--- config.mk ---
export PLATFORM = sky130hd
export DESIGN_NAME = stream_sequence_health_monitor
export DESIGN_NICKNAME = d
export VERILOG_FILES = /design/src/design/ssh_pkg.sv /design/src/design/ssh_cfg.sv /design/src/design/ssh_slot_health.sv /design/src/design/stream_sequence_health_monitor.sv
export SDC_FILE = /design/constraint.sdc
export NUM_CORES = 2
export LEC_CHECK = 0
export BUFFER_PORTS_ARGS = -buffer_cell sky130_fd_sc_hd__clkbuf_2
export CORE_MARGIN = 4
export CORE_UTILIZATION = 35
export CTS_CLUSTER_DIAMETER = 120
export DETAILED_ROUTE_END_ITERATION = 7
export GPL_TIMING_DRIVEN = 0
export PLACE_DENSITY = 0.6
export SLEW_MARGIN = 40
export SYNTH_ARGS = -nofsm -noshare
export SYNTH_HDL_FRONTEND = slang
export SYNTH_SLANG_ARGS = --single-unit
--- constraint.sdc ---
create_clock -name clk -period 10.7 [get_ports clk]
set_clock_uncertainty 0.15 [all_clocks]
set_input_delay 1.605 -clock clk [delete_from_list [all_inputs] [get_ports clk]]
set_output_delay 1.605 -clock clk [all_outputs]
set_load 0.03 [all_outputs]
--- src/design/ssh_pkg.sv ---
// Shared types and constants for the stream sequence health monitor.
// No dependencies; imported by every module of the block.
package ssh_pkg;

  localparam int unsigned ADDR_W  = 5;
  localparam int unsigned DATA_W  = 32;
  localparam int unsigned NUM_W   = 32;
  localparam int unsigned SLOT_W  = 3;
  localparam int unsigned OUT_W   = 32;
  localparam int unsigned TDATA_W = 136;

  localparam logic [2:0]  STREAMS_RESET = 3'd1;
  localparam logic [2:0]  COLOR_NONE    = 3'd4;

  typedef enum logic [2:0] {
    REG_STREAMS_IN_USE = 3'd0,
    REG_WINDOW         = 3'd1,
    REG_REQUIRE        = 3'd2,
    REG_COLOR_REUSE    = 3'd3,
    REG_COLOR_SLOT     = 3'd4
  } reg_idx_t;

  typedef struct packed {
    logic [2:0]       streams_in_use;
    logic [NUM_W-1:0] window_len;
    logic             require_complete;
    logic             allow_color_reuse;
    logic [2:0]       color_slot;
  } cfg_t;

endpackage

--- src/design/ssh_cfg.sv ---
// Configuration register file with an APB-style access port.
// Depends on ssh_pkg for the register map and the cfg_t bundle.
module ssh_cfg (
  input  logic                       clk,
  input  logic                       rst,
  input  logic                       psel,
  input  logic                       penable,
  input  logic                       pwrite,
  input  logic [ssh_pkg::ADDR_W-1:0] paddr,
  input  logic [ssh_pkg::DATA_W-1:0] pwdata,
  output logic [ssh_pkg::DATA_W-1:0] prdata,
  output logic                       pready,
  output ssh_pkg::cfg_t              cfg
);
  import ssh_pkg::*;

  logic     wr_en;
  reg_idx_t reg_idx;

  assign pready  = 1'b1;
  assign wr_en   = psel & penable & pwrite;
  assign reg_idx = reg_idx_t'(paddr[ADDR_W-1:2]);

  always_ff @(posedge clk) begin
    if (rst) begin
      cfg.streams_in_use    <= STREAMS_RESET;
      cfg.window_len        <= '0;
      cfg.require_complete  <= 1'b0;
      cfg.allow_color_reuse <= 1'b0;
      cfg.color_slot        <= COLOR_NONE;
    end else if (wr_en) begin
      unique case (reg_idx)
        REG_STREAMS_IN_USE: cfg.streams_in_use    <= pwdata[2:0];
        REG_WINDOW:         cfg.window_len        <= pwdata[NUM_W-1:0];
        REG_REQUIRE:        cfg.require_complete  <= pwdata[0];
        REG_COLOR_REUSE:    cfg.allow_color_reuse <= pwdata[0];
        REG_COLOR_SLOT:     cfg.color_slot        <= pwdata[2:0];
        default: ;
      endcase
    end
  end

  always_comb begin
    prdata = '0;
    unique case (reg_idx)
      REG_STREAMS_IN_USE: prdata = DATA_W'(cfg.streams_in_use);
      REG_WINDOW:         prdata = DATA_W'(cfg.window_len);
      REG_REQUIRE:        prdata = DATA_W'(cfg.require_complete);
      REG_COLOR_REUSE:    prdata = DATA_W'(cfg.allow_color_reuse);
      REG_COLOR_SLOT:     prdata = DATA_W'(cfg.color_slot);
      default:            prdata = '0;
    endcase
  end

endmodule

--- src/design/ssh_slot_health.sv ---
// Health verdict for one stream slot from its counters and the configuration.
// Depends on ssh_pkg for cfg_t.
module ssh_slot_health #(
  parameter int unsigned COUNT_BITS = 32
) (
  input  logic [COUNT_BITS-1:0] seen,
  input  logic [COUNT_BITS-1:0] dup,
  input  logic [COUNT_BITS-1:0] reorder,
  input  logic [COUNT_BITS-1:0] gap,
  input  logic                  is_color,
  input  ssh_pkg::cfg_t         cfg,
  output logic                  healthy
);
  import ssh_pkg::*;

  localparam int unsigned PW = (COUNT_BITS + 5 > NUM_W) ? COUNT_BITS + 5 : NUM_W;

  logic [PW-1:0] seen_x;
  logic [PW-1:0] dup_x;
  logic [PW-1:0] dup20;
  logic [PW-1:0] win_x;
  logic          seen_ok;
  logic          complete_ok;
  logic          dup_ok;

  assign seen_x = PW'(seen);
  assign dup_x  = PW'(dup);
  assign win_x  = PW'(cfg.window_len);
  // dup <= floor(w/20) is the same as 20*dup <= w
  assign dup20  = (dup_x << 4) + (dup_x << 2);

  assign seen_ok     = seen_x >= PW'(2);
  assign complete_ok = !cfg.require_complete || (seen_x == win_x);
  assign dup_ok      = (dup_x == '0) ||
                       (cfg.allow_color_reuse && is_color &&
                        ((dup_x == PW'(1)) || (dup20 <= win_x)));

  assign healthy = seen_ok && complete_ok && dup_ok && (gap == '0) && (reorder == '0);

endmodule

--- src/design/stream_sequence_health_monitor.sv ---
// Stream sequence health monitor: per-slot sequence checking and health report.
// An accepted word is held in the input register; its result is then written to the result register.
// Throughput: one word per cycle unless m_tready stalls, set by the single input-to-result update pass.
// Reset (rst, synchronous): counters, last numbers, valid flags and config return to reset values.
// Depends on ssh_pkg, ssh_cfg and ssh_slot_health.
module stream_sequence_health_monitor #(
  parameter int unsigned NUM_STREAMS = 4,
  parameter int unsigned COUNT_BITS  = 32
) (
  input  logic                        clk,
  input  logic                        rst,
  input  logic                        psel,
  input  logic                        penable,
  input  logic                        pwrite,
  input  logic [ssh_pkg::ADDR_W-1:0]  paddr,
  input  logic [ssh_pkg::DATA_W-1:0]  pwdata,
  output logic [ssh_pkg::DATA_W-1:0]  prdata,
  output logic                        pready,
  input  logic                        s_tvalid,
  output logic                        s_tready,
  input  logic [ssh_pkg::NUM_W-1:0]   s_tdata,  // seq_number
  input  logic [ssh_pkg::SLOT_W-1:0]  s_tuser,  // stream_slot
  output logic                        m_tvalid,
  input  logic                        m_tready,
  // seen_count, duplicate_count, reorder_count, gap_count, stream_healthy,
  // all_healthy, zero fill
  output logic [ssh_pkg::TDATA_W-1:0] m_tdata,
  output logic                        m_tuser   // unknown_stream
);
  import ssh_pkg::*;

  localparam int unsigned IDX_W = (NUM_STREAMS > 1) ? $clog2(NUM_STREAMS) : 1;
  localparam int unsigned SUM_W = ((COUNT_BITS > NUM_W) ? COUNT_BITS : NUM_W) + 1;
  localparam logic [COUNT_BITS-1:0] CNT_MAX = {COUNT_BITS{1'b1}};
  localparam logic [4:0] NS5 = 5'(NUM_STREAMS);

  cfg_t cfg;

  ssh_cfg u_cfg (
    .clk     (clk),
    .rst     (rst),
    .psel    (psel),
    .penable (penable),
    .pwrite  (pwrite),
    .paddr   (paddr),
    .pwdata  (pwdata),
    .prdata  (prdata),
    .pready  (pready),
    .cfg     (cfg)
  );

  // input register
  logic              in_valid;
  logic [SLOT_W-1:0] in_slot;
  logic [NUM_W-1:0]  in_num;
  logic              s_accept;
  logic              advance;

  // per-slot state
  logic                  has_previous    [NUM_STREAMS];
  logic [NUM_W-1:0]      previous_number [NUM_STREAMS];
  logic [COUNT_BITS-1:0] seen_store      [NUM_STREAMS];
  logic [COUNT_BITS-1:0] duplicate_store [NUM_STREAMS];
  logic [COUNT_BITS-1:0] reorder_store   [NUM_STREAMS];
  logic [COUNT_BITS-1:0] gap_store       [NUM_STREAMS];

  logic [4:0]            n_active;
  logic                  known;
  logic                  upd;
  logic [IDX_W-1:0]      idx;
  logic [NUM_W-1:0]      last;
  logic                  prev_ok;
  logic                  is_dup;
  logic                  is_reo;
  logic                  is_gap;
  logic [NUM_W-1:0]      gap_amt;
  logic [SUM_W-1:0]      gap_sum;
  logic [COUNT_BITS-1:0] seen_next;
  logic [COUNT_BITS-1:0] dup_next;
  logic [COUNT_BITS-1:0] reorder_next;
  logic [COUNT_BITS-1:0] gap_next;

  logic [COUNT_BITS-1:0] v_seen    [NUM_STREAMS];
  logic [COUNT_BITS-1:0] v_dup     [NUM_STREAMS];
  logic [COUNT_BITS-1:0] v_reorder [NUM_STREAMS];
  logic [COUNT_BITS-1:0] v_gap     [NUM_STREAMS];
  logic [NUM_STREAMS-1:0] slot_ok;
  logic [NUM_STREAMS-1:0] slot_used;
  logic                   all_ok;

  function automatic logic [OUT_W-1:0] clip_out(input logic [COUNT_BITS-1:0] v);
    logic [SUM_W-1:0] ext;
    ext = SUM_W'(v);
    return (ext > SUM_W'({OUT_W{1'b1}})) ? {OUT_W{1'b1}} : ext[OUT_W-1:0];
  endfunction

  function automatic logic [COUNT_BITS-1:0] sat_inc(input logic [COUNT_BITS-1:0] c);
    return (c == CNT_MAX) ? c : c + COUNT_BITS'(1);
  endfunction

  assign advance  = in_valid && (!m_tvalid || m_tready);
  assign s_tready = !in_valid || advance;
  assign s_accept = s_tvalid && s_tready;

  always_ff @(posedge clk) begin
    if (rst) begin
      in_valid <= 1'b0;
    end else if (s_accept) begin
      in_valid <= 1'b1;
    end else if (advance) begin
      in_valid <= 1'b0;
    end
  end

  always_ff @(posedge clk) begin
    if (s_accept) begin
      in_slot <= s_tuser;
      in_num  <= s_tdata;
    end
  end

  // decode and update
  assign n_active = ({2'b0, cfg.streams_in_use} > NS5) ? NS5 : {2'b0, cfg.streams_in_use};
  assign known    = {2'b0, in_slot} < n_active;
  assign upd      = advance && known;
  assign idx      = IDX_W'(in_slot);

  assign last    = previous_number[idx];
  assign prev_ok = has_previous[idx];
  assign is_dup  = prev_ok && (in_num == last);
  assign is_reo  = prev_ok && (in_num < last);
  assign is_gap  = prev_ok && ({1'b0, in_num} > ({1'b0, last} + (NUM_W + 1)'(1)));
  assign gap_amt = in_num - last - NUM_W'(1);
  assign gap_sum = SUM_W'(gap_store[idx]) + SUM_W'(gap_amt);

  always_comb begin
    seen_next    = sat_inc(seen_store[idx]);
    dup_next     = is_dup ? sat_inc(duplicate_store[idx]) : duplicate_store[idx];
    reorder_next = is_reo ? sat_inc(reorder_store[idx]) : reorder_store[idx];
    gap_next     = gap_store[idx];
    if (is_gap) begin
      gap_next = (gap_sum > SUM_W'(CNT_MAX)) ? CNT_MAX : gap_sum[COUNT_BITS-1:0];
    end
  end

  always_ff @(posedge clk) begin
    if (rst) begin
      for (int i = 0; i < NUM_STREAMS; i++) begin
        has_previous[i]    <= 1'b0;
        previous_number[i] <= '0;
        seen_store[i]      <= '0;
        duplicate_store[i] <= '0;
        reorder_store[i]   <= '0;
        gap_store[i]       <= '0;
      end
    end else if (upd) begin
      has_previous[idx]    <= 1'b1;
      previous_number[idx] <= in_num;
      seen_store[idx]      <= seen_next;
      duplicate_store[idx] <= dup_next;
      reorder_store[idx]   <= reorder_next;
      gap_store[idx]       <= gap_next;
    end
  end

  // health of every slot as it stands after this word
  for (genvar g = 0; g < NUM_STREAMS; g++) begin : g_slot
    logic hit;
    assign hit          = known && (idx == IDX_W'(g));
    assign v_seen[g]    = hit ? seen_next    : seen_store[g];
    assign v_dup[g]     = hit ? dup_next     : duplicate_store[g];
    assign v_reorder[g] = hit ? reorder_next : reorder_store[g];
    assign v_gap[g]     = hit ? gap_next     : gap_store[g];
    assign slot_used[g] = 5'(g) < n_active;

    ssh_slot_health #(.COUNT_BITS(COUNT_BITS)) u_health (
      .seen     (v_seen[g]),
      .dup      (v_dup[g]),
      .reorder  (v_reorder[g]),
      .gap      (v_gap[g]),
      .is_color ({2'b0, cfg.color_slot} == 5'(g)),
      .cfg      (cfg),
      .healthy  (slot_ok[g])
    );
  end

  assign all_ok = &(slot_ok | ~slot_used);

  // result register
  always_ff @(posedge clk) begin
    if (rst) begin
      m_tvalid <= 1'b0;
    end else if (advance) begin
      m_tvalid <= 1'b1;
    end else if (m_tready) begin
      m_tvalid <= 1'b0;
    end
  end

  always_ff @(posedge clk) begin
    if (advance) begin
      m_tuser <= !known;
      if (known) begin
        m_tdata <= {6'b0, all_ok, slot_ok[idx], clip_out(gap_next), clip_out(reorder_next),
                    clip_out(dup_next), clip_out(seen_next)};
      end else begin
        m_tdata <= {6'b0, all_ok, 129'b0};
      end
    end
  end

  a_unknown_zero: assert property (@(posedge clk) disable iff (rst)
    m_tvalid && m_tuser |-> m_tdata[128:0] == '0)
    else $error("unknown slot result carries counts");

  a_healthy_seen: assert property (@(posedge clk) disable iff (rst)
    m_tvalid && m_tdata[128] |-> m_tdata[31:1] != '0)
    else $error("healthy stream with fewer than two frames");

  a_healthy_clean: assert property (@(posedge clk) disable iff (rst)
    m_tvalid && m_tdata[128] |-> m_tdata[127:64] == '0)
    else $error("healthy stream with gaps or reorders");

  a_all_implies_slot: assert property (@(posedge clk) disable iff (rst)
    m_tvalid && !m_tuser && m_tdata[129] |-> m_tdata[128])
    else $error("all streams healthy but reported stream is not");

endmodule

==> impl_results.md <==
* Status: complete, no violations
* Placed cells at between 8000 and 9000
* Initial DRC Count at 6644
* Dominant cell by count in the synthesized netlist: nor2_1
* Max cap viols at 0
* Initial antenna violation count at 7
* Die Span Y at between 400 and 500 um
* Final Critical Period at 10470 ps
* Clock Pin Slew Worst Setup and Hold Paths at 60 ps
* Gpl congestion at ~1.0
* Worst setup SP type: register
* # fillers at between 15000 and 20000
* Synth Area in Adders at 7.66%
* Yosys warnings at 0
* Avg Cell Area, Syn at slightly above 10 um^2
* Core area at 0.164 mm^2
* Clk Tree Root Cell: clkbuf_16
* RSZ-0062 raised after global routing: true
* Multi-input logic area at around 0.032 mm^2
* Worst slew pin tran at 1010 ps
* First-pass GRT wire length at around 370 mm
* Crit Path Class: reg2reg
* Crit Path Max Fanout at 10
* Post-Syn Instances at approximately 5700
* Synth Register Bits at roughly 850
* Number of global-route vias before repair at 48900
* CTS buffer count at 96
* Async S/R FF share, synth at 0%
* Standard-cell rows at roughly 150
* Vias at around 51000
* Pleak at 26.0 nW
* Vias per inst at about 6.1
* Gr ovfl total at 0
* Crit path capture type: register
* Post-Route WL at between 200 and 300 mm
* Drt first pass iters at 6
* NumNets Final at around 6600
* Number of flops mapped to enable cells by yosys at 810
* Peak VDD IR at between 0.1 and 0.15 mV
* Pin count of the biggest net entering global routing at 71
* Post-synthesis xor/xnor area fraction at between 6 and 7%
* Period utilization at a little over nine tenths
* Clock Path Buffers at 3
* Synth area leader: edfxtp_1
* Clock sink count at about 850
* Clk Latency, worst-skew pair at 740 ps
* Hpwl dp at between 200 and 250 mm
* Final-report max-slew violation count at 0
* Starting density of the core at between 30 and 40%
* CTS tree: yes
* Port bufs at approximately 240
* GRT Util Overall at between 30% and 40%
* Syn-to-layout area delta at 18.3%
* Clock H-tree levels at 3
* Largest family of logic cells by synthesized area: simple AND/OR/NAND/NOR gates
* Area contributors post-synth: edfxtp_1 42%, ha_1 7.6%, nor2_1 5.7%, mux4_2 4.8%, xnor2_1 4.1%
* Crit-path max cell delay at 650 ps
* Fmax achieved at 95.5 MHz
* Top Ports at roughly 250
* Final Hold Viols at 0
* Post-Layout Cell Count at about 8500
* Post-route ant nets at 0
* Pwr per Cell Area at between 150 and 200 mW/mm^2
* Total negative slack at 0 ps
* Req. time, crit path at ~11000 ps
* CP max stage cell: o21ai_0
* Synth Flop Type: edfxtp_1
* Worst Hold Class: reg2reg
* Mapped Area at roughly 0.058 mm^2
* Worst slew margin at approximately a third
* Post-synthesis compound-gate area fraction at between 10% and 20%
* Sequential cell area at roughly 0.025 mm^2
* Residual DRC at 0
* Worst Path Arrival at ~11000 ps
* Synth cell types at around 110
* Area share of the largest cell type after synthesis at between 40 and 50%
* Post-synthesis simple-gate area fraction at 19.6%
* Multiplexer share of the synthesized area at roughly 7%
* Share of layout cells above drive strength 1 at 16.5%
* Post-CTS Hold Fix Bufs at 0
* Commonest cells in the netlist: 879 x nor2_1, 810 x edfxtp_1, 429 x nand2_1
* Die area at roughly 0.17 mm^2
* Die width at approximately 410 um
* Register area share after synthesis at 43.6%
* Drt wl/cell at between 30 and 40 um
* Final setup fails at 0
[what timing repair did]
action,CTS,global route
gates resized for setup,168,98
cloned,1,2
endpoints found under the setup margin,136,2
pin swaps,28,50
setup buffers,56,50
endpoints found under the hold margin,0,0
[cells in the final DEF (no fill, tap or decap), types with 63 or more instances in the layout]
master     netlist  layout
a21o_1         125     125
a21oi_1        294     285
and2_1         105     104
and3_1         126     125
buf_4           18     123
clkbuf_1       241     185
clkbuf_16        0      99
clkbuf_2         0     289
edfxtp_1       810     810
ha_1           351     342
inv_1          145     137
mux4_2         124     124
nand2_1        429     428
nand2b_1        67      64
nand3_1        126     125
nand4_1        136     136
nor2_1         879     873
nor2b_1         64      63
nor3_1         105     104
nor4_1         155     140
o21ai_0        301     217
xnor2_1        271     251
xor2_1         137     118
[metrics by stage]
stage | total power, mW | hold slack (ps) | setup WS, ps | instance area [um^2] | utilization, %
after global placement | 6.72 | 333 | -5060 | 61800 | 37.8
after detailed placement | 6.77 | 335 | -4260 | 63200 | 38.7
after floorplan | 5.78 | 309 | 132 | 57900 | -
after global routing | 10.7 | 375 | -33.6 | 68400 | 41.8
final | 10.3 | 353 | 232 | 68400 | 41.8
after CTS | 10.2 | 348 | 20.5 | 67500 | 41.3
[flip-flops by register name, indices dropped and copies added, names as in the netlist, named ones only]
signal,count
previous_number,128
gap_store,128
m_tdata,130
m_tvalid,1
in_slot,3
m_tuser,1
in_valid,1
u_cfg.cfg,40
duplicate_store,128
seen_store,128
has_previous,4
reorder_store,128
in_num,32
[final timing paths]
| path | startpoint | to | slack [ps] | cells after the start |
|---|---|---|---|---|
| worst max-delay path | register | m_tdata[128]$_SDFFCE_PP0P_ | 230 | 47 |
| worst min-delay path | u_cfg.cfg[2]$_SDFFE_PP1P_ | u_cfg.cfg[2]$_SDFFE_PP1P_ | 350 | 1 |
| worst min register to register | u_cfg.cfg[2]$_SDFFE_PP1P_ | u_cfg.cfg[2]$_SDFFE_PP1P_ | 350 | 1 |
| worst max register to register | register | m_tdata[128]$_SDFFCE_PP0P_ | 230 | 47 |
[cell families (layout without fill, tap and decap cells)]
group,after synthesis,in the layout
flip-flops,854,854
adder cells (fa/ha/maj),353,353
multiplexers,191,191
other,2,13
buffers and inverters,459,1019
AND/OR/NAND/NOR,2336,2336
XOR/XNOR,415,415
AO/OA/AOI/OAI,1105,1105
[layout make-up]
| cell class | count | area share [%] |
|---|---|---|
| inverter | 149 | 0.834 |
| clock buffer | 113 | 3.64 |
| tap | 2175 | 3.98 |
| clock inverter | 63 | 0.939 |
| buffer | 297 | 2.65 |
| multi-input combinational | 4407 | 46.7 |
| antenna | 6 | 0.0220 |
| timing repair buffer | 397 | 4.36 |
| sequential | 854 | 36.9 |
[worst max-delay path: cells and delay by family (launching register included)]
family	cells	cell delay [ps]
DFF	1	330
adders and majority gates	3	930
and+or+nand+nor	9	1810
xor gates and xnor gates	2	310
muxes	1	530
AOI/OAI and AO/OA	20	4270
buffers and inverters	12	1870
[report_power, final]
group          switching, mW  internal [mW]  total [mW]
Combinational           1.93           1.08        3.01
Clock                   1.47           1.90        3.37
Sequential             0.129           3.81        3.94
Total                   3.53           6.79        10.3
[routing by layer]
layer  vias up  global-route usage (%)  wire length, um
li1      22300                       -                -
met1     25500                    40.2           110000
met2      2828                    46.9           119000
met3       622                    4.86            22800
met4         4                    15.6            16700
met5         -                       0               27
(Power assumes the default switching activity.)
